File: src/rtl/lsbp_pkg.sv
// Package for the LSB-first bit packer: item types, codes and shared constants.
package lsbp_pkg;

  // Field widths of the input and result items.
  localparam int unsigned KIND_W      = 2;
  localparam int unsigned WORD_W      = 32;
  localparam int unsigned FWIDTH_W    = 6;
  localparam int unsigned POS_W       = 16;
  localparam int unsigned TOTAL_W     = 22;
  localparam int unsigned CAP_W       = 17;
  localparam int unsigned PEND_W      = 5;
  localparam int unsigned NWP_W       = 17;

  // Default upper bound on the buffer size in words, and the register reset.
  localparam int unsigned MAX_WORDS_DEFAULT = 65536;
  localparam logic [CAP_W-1:0] CAP_RESET    = 17'd256;

  // Item kinds.
  localparam logic [KIND_W-1:0] KIND_WRITE = 2'd0;
  localparam logic [KIND_W-1:0] KIND_ALIGN = 2'd1;
  localparam logic [KIND_W-1:0] KIND_FLUSH = 2'd2;

  typedef struct packed {
    logic [KIND_W-1:0]   kind;
    logic [WORD_W-1:0]   field_value;
    logic [FWIDTH_W-1:0] field_width;
    logic [FWIDTH_W-1:0] align_multiple;
  } in_item_t;

  typedef struct packed {
    logic                word_valid;
    logic [WORD_W-1:0]   packed_word;
    logic [POS_W-1:0]    word_position;
    logic                overflow_error;
    logic [TOTAL_W-1:0]  total_bits;
  } out_item_t;

  // Commands from the controller to the datapath.
  typedef struct packed {
    logic load_in;
    logic calc_en;
    logic apply_en;
  } lsbp_cmd_t;

endpackage

File: src/rtl/lsbp_ctrl.sv
// Controller for the LSB-first bit packer: sequencing and output handshake.
module lsbp_ctrl (
  input  logic              clk,
  input  logic              rst,
  input  logic              in_valid,
  output logic              in_stall,
  output logic              out_valid,
  input  logic              out_stall,
  output lsbp_pkg::lsbp_cmd_t cmd
);
  import lsbp_pkg::*;

  localparam logic [1:0] S_IDLE  = 2'd0;
  localparam logic [1:0] S_CALC  = 2'd1;
  localparam logic [1:0] S_APPLY = 2'd2;

  logic [1:0] state;
  logic [1:0] state_next;
  logic       out_free;
  logic       accept;

  // The output register can take a new result when empty or being drained.
  assign out_free = !out_valid || !out_stall;

  // A new item enters when idle, or while the current one is being applied.
  assign in_stall = !((state == S_IDLE) || ((state == S_APPLY) && out_free));
  assign accept   = in_valid && !in_stall;

  assign cmd.load_in  = accept;
  assign cmd.calc_en  = (state == S_CALC);
  assign cmd.apply_en = (state == S_APPLY) && out_free;

  // Next-state logic.
  always_comb begin
    state_next = state;
    case (state)
      S_IDLE: begin
        if (accept) state_next = S_CALC;
      end
      S_CALC: begin
        state_next = S_APPLY;
      end
      S_APPLY: begin
        if (out_free) state_next = accept ? S_CALC : S_IDLE;
      end
      default: begin
        state_next = S_IDLE;
      end
    endcase
  end

  // State and output valid registers.
  always_ff @(posedge clk) begin
    if (rst) begin
      state     <= S_IDLE;
      out_valid <= 1'b0;
    end else begin
      state <= state_next;
      if (cmd.apply_en) begin
        out_valid <= 1'b1;
      end else if (!out_stall) begin
        out_valid <= 1'b0;
      end
    end
  end

endmodule

File: src/rtl/lsbp_datapath.sv
// Datapath for the LSB-first bit packer: scratch bits, counters and result register.
module lsbp_datapath #(
  parameter int unsigned MAX_WORDS = lsbp_pkg::MAX_WORDS_DEFAULT
) (
  input  logic                          clk,
  input  logic                          rst,
  input  lsbp_pkg::lsbp_cmd_t           cmd,
  input  lsbp_pkg::in_item_t            in_item,
  input  logic                          cfg_wr_en,
  input  logic [lsbp_pkg::CAP_W-1:0]    cfg_wr_data,
  output lsbp_pkg::out_item_t           out_item
);
  import lsbp_pkg::*;

  // The capacity register is 17 bits wide, so a larger bound never limits it.
  localparam int unsigned CAP_MAX   = (1 << CAP_W) - 1;
  localparam int unsigned MAX_CLAMP = (MAX_WORDS > CAP_MAX) ? CAP_MAX : MAX_WORDS;
  localparam logic [CAP_W-1:0] MAX_WORDS_CAP = CAP_W'(MAX_CLAMP);

  in_item_t            item_q;
  logic [FWIDTH_W-1:0] add_q;
  logic [WORD_W-1:0]   bits_q;
  logic [CAP_W-1:0]    capacity;
  logic [WORD_W-1:0]   scratch;
  logic [PEND_W-1:0]   pending;
  logic [NWP_W-1:0]    next_word_position;
  logic [TOTAL_W-1:0]  accepted_bits;

  logic [FWIDTH_W-1:0] add_next;
  logic [WORD_W-1:0]   bits_next;
  logic [FWIDTH_W-1:0] fw_sat;
  logic [FWIDTH_W-1:0] mult_sat;
  logic [FWIDTH_W-1:0] rem;

  logic [CAP_W-1:0]    cap_eff;
  logic [TOTAL_W-1:0]  cap_bits;
  logic [TOTAL_W:0]    acc_sum;
  logic                overflow;
  logic [2*WORD_W-1:0] merged;
  logic [FWIDTH_W:0]   pend_sum;
  logic [WORD_W-1:0]   low_word;
  out_item_t           out_item_next;

  // First step: width saturation, field mask and the padding for an align or flush item.
  always_comb begin
    fw_sat    = (item_q.field_width > FWIDTH_W'(WORD_W)) ?
                FWIDTH_W'(WORD_W) : item_q.field_width;
    mult_sat  = (item_q.align_multiple == '0) ? FWIDTH_W'(1) :
                (item_q.align_multiple > FWIDTH_W'(WORD_W)) ? FWIDTH_W'(WORD_W) :
                item_q.align_multiple;
    // Restoring remainder of the pending count by the boundary, one bit a step.
    rem = '0;
    for (int i = PEND_W - 1; i >= 0; i--) begin
      rem = {rem[FWIDTH_W-2:0], pending[i]};
      if (rem >= mult_sat) rem = rem - mult_sat;
    end
    add_next  = '0;
    bits_next = '0;
    case (item_q.kind)
      KIND_WRITE: begin
        add_next = fw_sat;
        if (fw_sat != '0) begin
          bits_next = item_q.field_value &
                      ({WORD_W{1'b1}} >> (FWIDTH_W'(WORD_W) - fw_sat));
        end
      end
      KIND_ALIGN: begin
        add_next = (rem == '0) ? '0 : (mult_sat - rem);
      end
      KIND_FLUSH: begin
        add_next = (pending == '0) ? '0 : (FWIDTH_W'(WORD_W) - {1'b0, pending});
      end
      default: begin
        add_next = '0;
      end
    endcase
  end

  // Second step: capacity check and merging the new bits above the pending ones.
  always_comb begin
    cap_eff  = (capacity > MAX_WORDS_CAP) ? MAX_WORDS_CAP : capacity;
    cap_bits = {cap_eff, 5'b0};
    acc_sum  = {1'b0, accepted_bits} + (TOTAL_W+1)'(add_q);
    overflow = (add_q != '0) && (acc_sum > {1'b0, cap_bits});
    merged   = {{WORD_W{1'b0}}, scratch} | ({{WORD_W{1'b0}}, bits_q} << pending);
    pend_sum = {2'b0, pending} + {1'b0, add_q};
    low_word = merged[WORD_W-1:0];
  end

  // Input capture and first-step registers.
  always_ff @(posedge clk) begin
    if (cmd.load_in) item_q <= in_item;
    if (cmd.calc_en) begin
      add_q  <= add_next;
      bits_q <= bits_next;
    end
  end

  // Configuration register.
  always_ff @(posedge clk) begin
    if (rst) begin
      capacity <= CAP_RESET;
    end else if (cfg_wr_en) begin
      capacity <= cfg_wr_data;
    end
  end

  // Packer state registers.
  always_ff @(posedge clk) begin
    if (rst) begin
      scratch            <= '0;
      pending            <= '0;
      next_word_position <= '0;
      accepted_bits      <= '0;
    end else if (cmd.apply_en && (add_q != '0) && !overflow) begin
      accepted_bits <= acc_sum[TOTAL_W-1:0];
      if (pend_sum[FWIDTH_W-1]) begin
        scratch            <= merged[2*WORD_W-1:WORD_W];
        pending            <= pend_sum[PEND_W-1:0];
        next_word_position <= next_word_position + NWP_W'(1);
      end else begin
        scratch <= low_word;
        pending <= pend_sum[PEND_W-1:0];
      end
    end
  end

  // Result of the item being applied.
  always_comb begin
    out_item_next                = '0;
    out_item_next.overflow_error = overflow;
    out_item_next.total_bits     = accepted_bits;
    if ((add_q != '0) && !overflow) begin
      out_item_next.total_bits = acc_sum[TOTAL_W-1:0];
      if (pend_sum[FWIDTH_W-1]) begin
        out_item_next.word_valid    = 1'b1;
        out_item_next.packed_word   = {low_word[7:0], low_word[15:8],
                                       low_word[23:16], low_word[31:24]};
        out_item_next.word_position = next_word_position[POS_W-1:0];
      end
    end
  end

  always_ff @(posedge clk) begin
    if (cmd.apply_en) out_item <= out_item_next;
  end

endmodule

File: src/rtl/lsb_first_bit_packer.sv
// Top level of the LSB-first bit packer: controller plus datapath.
//
// Input items (in_valid/in_stall, payload in_item) carry one of three kinds:
// write a field of 1 to 32 bits, pad with zeros to a bit boundary, or flush
// a partial word. Bits stack least significant first above the pending bits.
// Every item gives exactly one result item on out_valid/out_stall (payload
// out_item): a completed 32-bit word in big-endian byte order with its word
// index when one is finished, the overflow flag when the item was dropped for
// lack of capacity, and the running total of accepted bits.
// The input item is registered, then one step computes the bit count to add
// (including the remainder of the pending count by the align boundary), and the
// next updates the scratch register and loads the output register. A new item
// is taken during the second step of the previous one, unless the output stalls.
// A new item is taken while a finished result waits in the output register;
// if the receiver stalls, the block holds its result and stops taking items
// once a second result is ready to be stored.
// The capacity register (cfg_wr_en/cfg_wr_data) is to be written by the user while idle; the block does not enforce it.
// Synchronous reset clears the packer state, empties the output register and
// sets the capacity to 256 words.
module lsb_first_bit_packer #(
  parameter int unsigned MAX_WORDS = lsbp_pkg::MAX_WORDS_DEFAULT
) (
  input  logic                       clk,
  input  logic                       rst,
  input  logic                       in_valid,
  output logic                       in_stall,
  input  lsbp_pkg::in_item_t         in_item,
  output logic                       out_valid,
  input  logic                       out_stall,
  output lsbp_pkg::out_item_t        out_item,
  input  logic                       cfg_wr_en,
  input  logic [lsbp_pkg::CAP_W-1:0] cfg_wr_data
);
  import lsbp_pkg::*;

  lsbp_cmd_t cmd;

  // Sequencing and handshake control.
  lsbp_ctrl u_ctrl (
    .clk       (clk),
    .rst       (rst),
    .in_valid  (in_valid),
    .in_stall  (in_stall),
    .out_valid (out_valid),
    .out_stall (out_stall),
    .cmd       (cmd)
  );

  // Bit packing datapath.
  lsbp_datapath #(
    .MAX_WORDS (MAX_WORDS)
  ) u_datapath (
    .clk         (clk),
    .rst         (rst),
    .cmd         (cmd),
    .in_item     (in_item),
    .cfg_wr_en   (cfg_wr_en),
    .cfg_wr_data (cfg_wr_data),
    .out_item    (out_item)
  );

endmodule

File: config.mk
export PLATFORM = sky130hd
export DESIGN_NAME = lsb_first_bit_packer
export DESIGN_NICKNAME = d
export VERILOG_FILES = /design/src/rtl/lsbp_pkg.sv /design/src/rtl/lsbp_ctrl.sv /design/src/rtl/lsbp_datapath.sv /design/src/rtl/lsb_first_bit_packer.sv
export SDC_FILE = /design/constraint.sdc
export NUM_CORES = 1
export LEC_CHECK = 0
export BUFFER_PORTS_ARGS = -buffer_cell sky130_fd_sc_hd__buf_2
export CELL_PAD_IN_SITES_DETAIL_PLACEMENT = 0
export CELL_PAD_IN_SITES_GLOBAL_PLACEMENT = 1
export CORE_UTILIZATION = 43
export DETAILED_ROUTE_END_ITERATION = 10
export HOLD_SLACK_MARGIN = 0.15
export PLACE_DENSITY = 0.75
export REMOVE_ABC_BUFFERS = 1
export SYNTH_ARGS = -nofsm -noshare
export SYNTH_HDL_FRONTEND = slang
export SYNTH_HIERARCHICAL = 1
export SYNTH_SLANG_ARGS = --single-unit
export TNS_END_PERCENT = 10
File: constraint.sdc
create_clock -name clk -period 9 [get_ports clk]
set_clock_uncertainty 0.15 [all_clocks]
set_input_delay 0.45 -clock clk [delete_from_list [all_inputs] [get_ports clk]]
set_output_delay 0.45 -clock clk [all_outputs]
set_load 0.01 [all_outputs]
==> Word level (Yosys, flattened, before mapping) <==
Index checks and enable logic that the tools add are counted.
{ "word_totals": {"regBits": 252, "latch_bits": 0, "ramBits": 0, "mem_bits_ro": 0, "in_bits": 68, "out_inout_bits": 74, "wordCells": 93, "n_memories": 0} }
{ "op_classes": {"n_addsub": 11, "multipliers": 0, "div": 0, "magnitude_cmp": 9, "n_eq_ne": 7, "n_shift": 2, "mux": 21, "n_bitwise": 2, "n_reduce_logical": 23} }
{ "op_table": {"columns": ["cell", "n"], "rows": [
  ["$or A32 B64 Y64", 1],
  ["$shl A32 B5 Y64", 1],
  ["$mux W49", 1],
  ["$mux W6", 6],
  ["$and A32 B32 Y32", 1],
  ["$mux W32", 1],
  ["$shr A32 B6 Y32 const A", 1],
  ["$ge A6 B6 Y1", 4],
  ["$add A22 B6 Y23", 1],
  ["$gt A23 B22 Y1", 1],
  ["$mux W22", 1],
  ["$mux W5", 4],
  ["$pmux W6 S3", 1],
  ["$add A17 B1 Y17 const B", 1],
  ["$gt A17 B17 Y1 const B", 1],
  ["$mux W17", 1],
  ["$sub A5 B5 Y5", 3],
  ["$gt A6 B6 Y1 const B", 2],
  ["$logic_not A6 Y1", 2],
  ["$reduce_bool A6 Y1", 2],
  ["$sub A6 B6 Y6", 2],
  ["$reduce_and A2 Y1", 4],
  ["$add A5 B6 Y6", 1],
  ["$ge A1 B6 Y1", 1],
  ["14 further kinds", 31]
]} }

==> Longest topological paths before layout <==
Gate-level depths: netlist of the first run.
{ "depth": {"depth_word": 16, "ltp_mapped": 44, "depth_no_buf": 41} }

==> Modules after synthesis <==
The synthesis of the first run kept the hierarchy.
{ "by_module_without_submodules": {"columns": ["module", "n_inst", "cells_per_inst", "area_each_um2", "seq_area_each_um2"], "rows": [
  ["lsbp_datapath", 1, 1453, 14554.0, 6526.3],
  ["lsbp_ctrl", 1, 17, 158.9, 60.1]
]} }

==> Least setup slack after synthesis of the first run <==
No wires, ideal clock.
{ "synth_timing": {"kind": "reg-to-reg", "from": "reg u_datapath.pending[4]", "to": "reg u_datapath.add_q[5] (data pin)", "setup_time_ns": 0.269, "t_arrival_ns": 8.927, "required_time_ns": 8.581, "slack_ns": -0.346, "path_stages_with_launch": 41, "path_buffers": 4, "period_less_slack_ns": 9.346, "cell_sequence": "dfxtp_1 > inv_1 > clkbuf_1 > clkbuf_1 > buf_1 > ha_1 > inv_1 > ha_1 > a21oi_1 > nor3b_1 > ha_1 > nor2b_1 > o311a_1 > or3_1 > o21ai_0 > inv_1 > ha_1 > and3_1 > [... 5 more ...] > a21oi_1 > o221ai_1 > clkbuf_1 > o211a_1 > o21bai_1 > ha_1 > or2_2 > a21oi_1 > a31o_2 > mux2_2 > ha_1 > a21o_1 > a21o_1 > a21o_1 > a21oi_1 > xnor2_1 > xnor2_1 > o32ai_1"} }
{ "synth_via": {"elab_chain_len": 13, "word_cells_on_any_way": 22, "classes_between": "7 x add/sub; 5 x order compare; 8 x mux; 2 x reduce/logical"} }
{ "synth_lines": {"columns": ["element", "line_no", "rtl"], "rows": [
  ["start, declared", "lsbp_datapath.sv:25", "logic [PEND_W-1:0] pending;"],
  ["start signal, assigned", "lsbp_datapath.sv:119", "pending <= pend_sum[PEND_W-1:0];"],
  ["start signal, assigned", "lsbp_datapath.sv:123", "pending <= pend_sum[PEND_W-1:0];"],
  ["$sub A1 B5 Y5 / $ge A1 B6 Y1 (equally long branches)", "lsbp_datapath.sv:55", "if (rem >= mult_sat) rem = rem - mult_sat;"],
  ["$mux W5", "lsbp_datapath.sv:55", null],
  ["$sub A5 B5 Y5 / $ge A6 B6 Y1 (equally long branches)", "lsbp_datapath.sv:55", null],
  ["$mux W5", "lsbp_datapath.sv:55", null],
  ["$sub A5 B5 Y5 / $ge A6 B6 Y1 (equally long branches)", "lsbp_datapath.sv:55", null],
  ["$mux W5", "lsbp_datapath.sv:55", null],
  ["$sub A5 B5 Y5 / $ge A6 B6 Y1 (equally long branches)", "lsbp_datapath.sv:55", null],
  ["$mux W5", "lsbp_datapath.sv:55", null],
  ["$sub A6 B6 Y6 / $ge A6 B6 Y1 (equally long branches)", "lsbp_datapath.sv:55", null],
  ["$mux W6", "lsbp_datapath.sv:55", null],
  ["$sub A6 B6 Y6 / $logic_not A6 Y1 (equally long branches)", "lsbp_datapath.sv:68", "add_next = (rem == '0) ? '0 : (mult_sat - rem);"],
  ["$mux W6", "lsbp_datapath.sv:68", null],
  ["$pmux W6 S3 *", "lsbp_datapath.sv:59", "case (item_q.kind)"],
  ["named net u_datapath.add_next[5]", "lsbp_datapath.sv:29", "logic [FWIDTH_W-1:0] add_next;"],
  ["end signal, assigned", "lsbp_datapath.sv:94", "add_q <= add_next;"],
  ["end, declared", "lsbp_datapath.sv:21", "logic [FWIDTH_W-1:0] add_q;"]
]} }
Mark *: on every way through the listed nets, which the timed path passes. The rest lies on a longest branch.
A chain may end at the register's enable or synchronous reset.

==> Final worst setup path of the first run <==
{ "layout_timing": {"from": "reg u_datapath/item_q[4] (netlist name)", "to": "reg u_datapath.add_q[5] (data pin)"} }
{ "layout_via": {"elab_chain_len": 16, "word_cells_on_any_way": 23, "classes_between": "6 x add/sub; 6 x order compare; 9 x mux; 2 x reduce/logical"} }
{ "layout_lines": {"columns": ["element", "line_no", "rtl"], "rows": [
  ["start, declared", "lsbp_datapath.sv:20", "in_item_t item_q;"],
  ["start signal, assigned", "lsbp_datapath.sv:92", "if (cmd.load_in) item_q <= in_item;"],
  ["$gt A6 B6 Y1", "lsbp_datapath.sv:49", "(item_q.align_multiple > FWIDTH_W'(WORD_W)) ? FWIDTH_W'(WORD_W) :"],
  ["$mux W6", "lsbp_datapath.sv:49", null],
  ["$mux W6 *", "lsbp_datapath.sv:48", "mult_sat = (item_q.align_multiple == '0) ? FWIDTH_W'(1) :"],
  ["$sub A1 B5 Y5 / $ge A1 B6 Y1 (equally long branches)", "lsbp_datapath.sv:55", null],
  ["$mux W5", "lsbp_datapath.sv:55", null],
  ["$sub A5 B5 Y5 / $ge A6 B6 Y1 (equally long branches)", "lsbp_datapath.sv:55", null],
  ["$mux W5", "lsbp_datapath.sv:55", null],
  ["$sub A5 B5 Y5 / $ge A6 B6 Y1 (equally long branches)", "lsbp_datapath.sv:55", null],
  ["$mux W5", "lsbp_datapath.sv:55", null],
  ["$sub A5 B5 Y5 / $ge A6 B6 Y1 (equally long branches)", "lsbp_datapath.sv:55", null],
  ["$mux W5", "lsbp_datapath.sv:55", null],
  ["$sub A6 B6 Y6 / $ge A6 B6 Y1 (equally long branches)", "lsbp_datapath.sv:55", null],
  ["$mux W6", "lsbp_datapath.sv:55", null],
  ["$sub A6 B6 Y6 / $logic_not A6 Y1 (equally long branches)", "lsbp_datapath.sv:68", null],
  ["$mux W6 *", "lsbp_datapath.sv:68", null],
  ["$pmux W6 S3 *", "lsbp_datapath.sv:59", null],
  ["named net u_datapath.add_next[5]", "lsbp_datapath.sv:29", null]
]} }
Marks and branches as above.

==> impl_metrics.tcl, run 1 <==
set metrics [dict create \
    min_path_type "input port to register" \
    reg2reg_to "u_datapath/add_q[5]" \
    synth_cell_types 88 \
    slew_violations 0 \
    r2r-start "u_datapath/item_q[4]" \
    fin_crit_ns 8.78 \
    max_freq_mhz 114 \
    fin_tns_setup_ns 0 \
    crit_path_end_kind "register" \
    cts_tree "yes" \
    ys_seq_area_share_pct 44.8 \
    critPathBufInv 6 \
    port_buffers 141 \
    slowest_delay_ns 0.45 \
    slew_headroom_pct 36.9 \
    nets 1830 \
    power_density_nw_per_um2 227 \
    routed_wl_um 38200 \
    ys_seq_elements 251 \
    clock_latency_ns 0.56 \
    rrSetupSlack_ns 0.22 \
    core_area_um2 33600 \
    crit_type "register to register" \
    status "finished, final reports clean" \
    fin_hold_ws_ns 0.220 \
    setup_viol 0 \
    cts.htree.levels 1 \
    area_growth_pct 23.2 \
    diodes 0 \
    clk_pin_slew_ns 0.06 \
    ys.flop_type "edfxtp_1" \
    cp.required_ns 9.15 \
    dr_total_vias 11900 \
    final_cell_mix "nor2_1 (168), edfxtp_1 (156), buf_2 (140), nand2_1 (136), dfxtp_1 (94)" \
    vias_per_cell 5.49 \
    finalHoldViolations 0 \
    clk_path_buf_depth 3 \
    critical_path_cell_count 40 \
    critPathTopFamily "compound AO/OA/AOI/OAI gates" \
    cp-startpoint "u_datapath/item_q[4]" \
    grt_pass1_wl_um 60500 \
    vdd_ir_drop_max_v 0.000148 \
    grt_max_degree 70 \
    cp_max_fo 7 \
    avgSynthCellArea_um2 10.0 \
    yosys_warnings 6 \
    maxCapViolCount 0 \
    drc_errors 0 \
    ioPinCount 142 \
    dp.final_hpwl_um 25800 \
    critPathArrivalTime_ns 8.93 \
    wl_per_cell_um 17.7 \
    endpoint "u_datapath/add_q[5]" \
    final.period_utilization_pct 97.6 \
    dieArea_um2 35000 \
    regArea_um2 6590 \
    cts.sinks 251 \
    grt_overflow 0 \
    num_rows 67 \
    antenna_left 0 \
    grt_antenna_before_repair 0 \
    initial_core_util_pct 43.8 \
    layout_commonest_cell "nor2_1" \
    netlist_area_um2 14700 \
    crit_path_top_delay_cell "fa_1" \
    drtIter0Drc 801 \
    drive_gt1_share_pct 22.1 \
    start_kind "register" \
    synthCells 1470 \
    stdcell_count 2160 \
    cts_root_buffer "clkbuf_16" \
    async_reset_ff_share_pct 0 \
    tightest_slew_ns 0.944 \
    multi_input_area_um2 7900 \
    track_usage_pct 21.3 \
    fp.dieW_um 187 \
    grt_pass1_vias 11300 \
    synth-edff-count 156 \
    cts_made_buffers 29 \
    post-place-cells 2026 \
    firstDrtPassIters 5 \
    power_leakage_nw 7.30 \
    die_h_um 187 \
    r2r_cells 40 \
    fillers 2959 \
    gp_congestion 0.847 \
]
[worst min path at each step]
stage,from,endpoint,slack [ns],cells past startpoint
3_5_place_dp,u_datapath/scratch[19],u_datapath/scratch[19],0.30,2
2_1_floorplan,u_datapath/scratch[19],u_datapath/scratch[19],0.28,2
3_3_place_gp,u_datapath/scratch[14],u_datapath/scratch[14],0.29,2
5_1_grt,rst,u_datapath/pending[3],0.23,2
4_1_cts,rst,u_datapath/scratch[14],0.20,2
6_report,rst,u_datapath/scratch[14],0.22,2
[area by class of cell]
type	count	area share [%]
sequential	251	36.3
inverter	50	1.04
clock inverter	21	1.54
tap	448	3.09
timing repair buffer	272	10.3
multi-input combinational	1085	43.6
clock buffer	33	4.09
[synthesized netlist by cell type (8+ instances only)]
| master | number | area [um2] |
|---|---|---|
| a31oi_1 | 8 | 50.1 |
| nor2_1 | 170 | 638 |
| nor2b_1 | 18 | 113 |
| or3_1 | 18 | 113 |
| a311oi_1 | 11 | 96.3 |
| inv_1 | 47 | 176 |
| nand3b_1 | 9 | 67.6 |
| mux4_2 | 27 | 608 |
| buf_1 | 12 | 45.0 |
| dfxtp_1 | 95 | 1900 |
| xnor2_1 | 38 | 333 |
| a21o_1 | 23 | 173 |
| mux2i_1 | 50 | 500 |
| a21oi_1 | 93 | 465 |
| xor2_1 | 24 | 210 |
| clkbuf_1 | 51 | 191 |
| edfxtp_1 | 156 | 4680 |
| nand2_1 | 137 | 514 |
| nor3_1 | 37 | 185 |
| nor4_1 | 13 | 81.3 |
| a211oi_1 | 25 | 188 |
| ha_1 | 66 | 826 |
| a31o_2 | 8 | 70.1 |
| nand3_1 | 16 | 80.1 |
| o21ai_0 | 72 | 360 |
| buf_2 | 18 | 90.1 |
| mux2_2 | 23 | 259 |
| o211a_1 | 11 | 110 |
| nand4_1 | 15 | 93.8 |
| nand2b_1 | 26 | 163 |
| and3_1 | 32 | 200 |
[report_power, final]
group	switching, W	leakage, nW	internal [W]
sequential	0.0000353	2.25	0.00130
clock	0.000490	0.487	0.000766
combinational	0.000801	4.57	0.000725
total	0.00133	7.30	0.00279
[state kept, by name, indices dropped and copies added, names as in the netlist]
name,flops
u_datapath/next_word_position,16
u_datapath/pending,5
u_ctrl/state,2
u_datapath/item_q,46
u_datapath/scratch,32
u_datapath/bits_q,32
u_datapath/capacity,17
u_datapath/out_item,72
u_datapath/add_q,6
u_datapath/accepted_bits,22
u_ctrl/out_valid,1
[per-layer routing]
metal	global-route usage, %	share of wire, %	up-vias
li1	-	-	5851
met3	2.10	3.8	53
met1	29.6	47	5667
met4	5.86	2.4	0
met5	0	0	-
met2	35.5	47	289
[logic make-up after synthesis]
logic type | count (synthesis) | synth area share, %
AO/OA/AOI/OAI | 324 | 14.6
multiplexers | 102 | 9.45
adder cells (fa/ha/maj) | 73 | 6.57
buffers and inverters | 134 | 3.67
XOR/XNOR | 63 | 3.80
AND/OR/NAND/NOR | 523 | 17.1
flip-flops | 251 | 44.8
[stage by stage]
stage	util [%]	worst slack, ns	total power [W]	instance area (um2)
final	53.9	0.220	0.00411	18100
after CTS	52.9	0.0104	0.00398	17800
after detailed placement	47.8	-0.175	0.00269	16100
after floorplan	-	-1.17	0.00226	14400
after global placement	47.8	0.0352	0.00266	16100
after global routing	53.9	-0.215	0.00434	18100
[worst reg2reg max path: cells and delay by family (launching register included)]
family / cells / cell delay [ns]
buf+inv: 6 / 0.76
flops: 1 / 0.42
mux: 3 / 0.78
xor+xnor: 2 / 0.32
compound gates: 15 / 2.73
simple gates: 7 / 1.24
fa+ha+maj: 7 / 2.14
[repair_timing]
action | CTS | global route
hold buffers | 65 | 0
pin swaps | 1 | 35
gates resized for setup | 9 | 55
setup buffers | 3 | 12
endpoints found under the hold margin | 66 | 0
setup endpoints to repair | 2 | 6
cloned | 0 | 0
Power figures use the tool's default switching activity.
==> run 2, diff against run 1 <==
Settings changed: CORE_UTILIZATION 43 to 51, PLACE_DENSITY 0.75 to 0.84.
Clock period 9 ns to 11 ns, I/O delays scaled along.
==> run 2 against run 1 <==
Die area is 16% lower. First-iteration DRC count unchanged. Register-to-register slack improved by 0.69 ns. Global-route usage is 3.0 points higher. Cell count decreased by 5.6%. Sequential share of layout area rose by 1.7 points. Power decreased by 25%. Non-clock buffer count is 49 lower. Wire length is 6.1% lower. Largest power group is now sequential cells.
==> impl_metrics.tcl, run 2 (synthesized netlist as in run 1, its figures left out) <==
set metrics [dict create \
    status "finished, final reports clean" \
    reg_top3 "u_datapath/out_item (72), u_datapath/item_q (46)" \
    diodes 0 \
    gp_congestion 0.874 \
    cts_root_buffer "clkbuf_16" \
    min_path_type "input port to register" \
    fin_tns_setup_ns 0 \
    final_cell_mix "nor2_1 (170), edfxtp_1 (156), buf_2 (140), nand2_1 (136), dfxtp_1 (94)" \
    grt_overflow 0 \
    maxCapViolCount 0 \
    grt_setup_unrepaired "false" \
    initial_core_util_pct 52.4 \
    port_buffers 141 \
    dp.final_hpwl_um 24400 \
    num_rows 61 \
    clk_pin_slew_ns 0.06 \
    dieArea_um2 29500 \
    start_kind "register" \
    largest_register_ffs 72 \
    drc_errors 0 \
    firstDrtPassIters 5 \
    slew_violations 0 \
    cp.required_ns 11.13 \
    clock_latency_ns 0.56 \
    layout_commonest_cell "nor2_1" \
    fp.dieW_um 172 \
    grt_pass1_vias 11100 \
    slowest_delay_ns 0.48 \
    grt_pass1_wl_um 57400 \
    fin_crit_ns 10.09 \
    top_register "u_datapath/out_item" \
    cp_max_fo 14 \
    dr_total_vias 11700 \
    vdd_ir_drop_max_v 0.000129 \
    cts.htree.levels 1 \
    post-place-cells 1922 \
    setup_viol 0 \
    routed_wl_um 35900 \
    power_density_nw_per_um2 178 \
    crit_path_end_kind "register" \
    tightest_slew_ns 1.21 \
    track_usage_pct 24.4 \
    core_area_um2 28100 \
    crit_path_top_delay_cell "fa_1" \
    drtIter0Drc 801 \
    cts.sinks 251 \
    ioPinCount 142 \
    stdcell_count 2039 \
    antenna_left 0 \
    grt_max_degree 74 \
    final.period_utilization_pct 91.7 \
    power_leakage_nw 6.96 \
    drive_gt1_share_pct 17.5 \
    finalHoldViolations 0 \
    cts_made_buffers 28 \
    die_h_um 172 \
    slew_headroom_pct 19.1 \
    max_freq_mhz 99.1 \
    vias_per_cell 5.72 \
    wl_per_cell_um 17.6 \
    fillers 2379 \
    cts_setup_buffers 0 \
    critPathArrivalTime_ns 10.22 \
    area_growth_pct 17.8 \
    clk_path_buf_depth 3 \
    crit_top_cell "ha_1" \
    crit_type "register to register" \
    grt_antenna_before_repair 0 \
    nets 1780 \
    cts_tree "yes" \
]
-- run 2: area by class of cell --
| cell class | instances | area (um2) | area share, % |
|---|---|---|---|
| clock inverters | 19 | 231 | 1.34 |
| repair buffers | 223 | 1490 | 8.58 |
| inverters | 50 | 188 | 1.08 |
| flip-flops and latches | 251 | 6590 | 38.0 |
| well taps | 378 | 473 | 2.73 |
| clock buffers | 33 | 739 | 4.27 |
| multi-input cells | 1085 | 7620 | 44.0 |
-- run 2: final timing paths --
check                         start                     end  slack (ns)  cells after the start
max            u_datapath/item_q[5]     u_datapath/add_q[5]        0.91                     38
min                             rst  u_datapath/scratch[19]        0.31                      2
max reg2reg    u_datapath/item_q[5]     u_datapath/add_q[5]        0.91                     38
min reg2reg  u_datapath/scratch[19]  u_datapath/scratch[19]        0.31                      2
-- run 2: timing repair --
item / 4_1_cts / 5_1_grt
resized for setup: 0 / 1
hold endpoints to repair: 65 / 0
hold buffers: 65 / 0
setup endpoints to repair: 0 / 1
-- run 2: report_power, final --
group	internal (W)	total (W)	switching, W	leakage, nW
Combinational	0.000435	0.00102	0.000590	4.26
Sequential	0.00106	0.00109	0.0000279	2.25
Clock	0.000578	0.000969	0.000390	0.454
Total	0.00207	0.00308	0.00101	6.96
-- run 2: routing by layer --
layer / up-vias / part of all wire, % / GRT usage, %
met1: 5513 / 45 / 32.7
met4: 0 / 2.5 / 7.04
met3: 56 / 5.1 / 2.91
met5: - / 0 / 0
li1: 5740 / - / -
met2: 355 / 47 / 41.4
-- run 2: worst max-delay path, delay by kind of cell, from the launching register on --
family	cells	cell delay, ns
flops	1	0.36
mux	1	0.41
fa+ha+maj	7	2.18
compound gates	18	4.16
xor+xnor	2	0.30
simple gates	6	1.63
buf+inv	4	0.63
-- run 2: metrics by stage --
stage / total power (W) / setup WS (ns) / util, % / instance area, um2 / hold WS (ns)
4_1_cts: 0.00309 / 0.707 / 61.7 / 17300 / 0.287
3_3_place_gp: 0.00209 / 0.825 / 55.9 / 15700 / 0.293
3_5_place_dp: 0.00209 / 0.726 / 55.9 / 15700 / 0.299
2_1_floorplan: 0.00185 / 0.826 / - / 14400 / 0.277
6_report: 0.00308 / 0.908 / 61.7 / 17300 / 0.309
5_1_grt: 0.00326 / 0.0787 / 61.7 / 17300 / 0.326
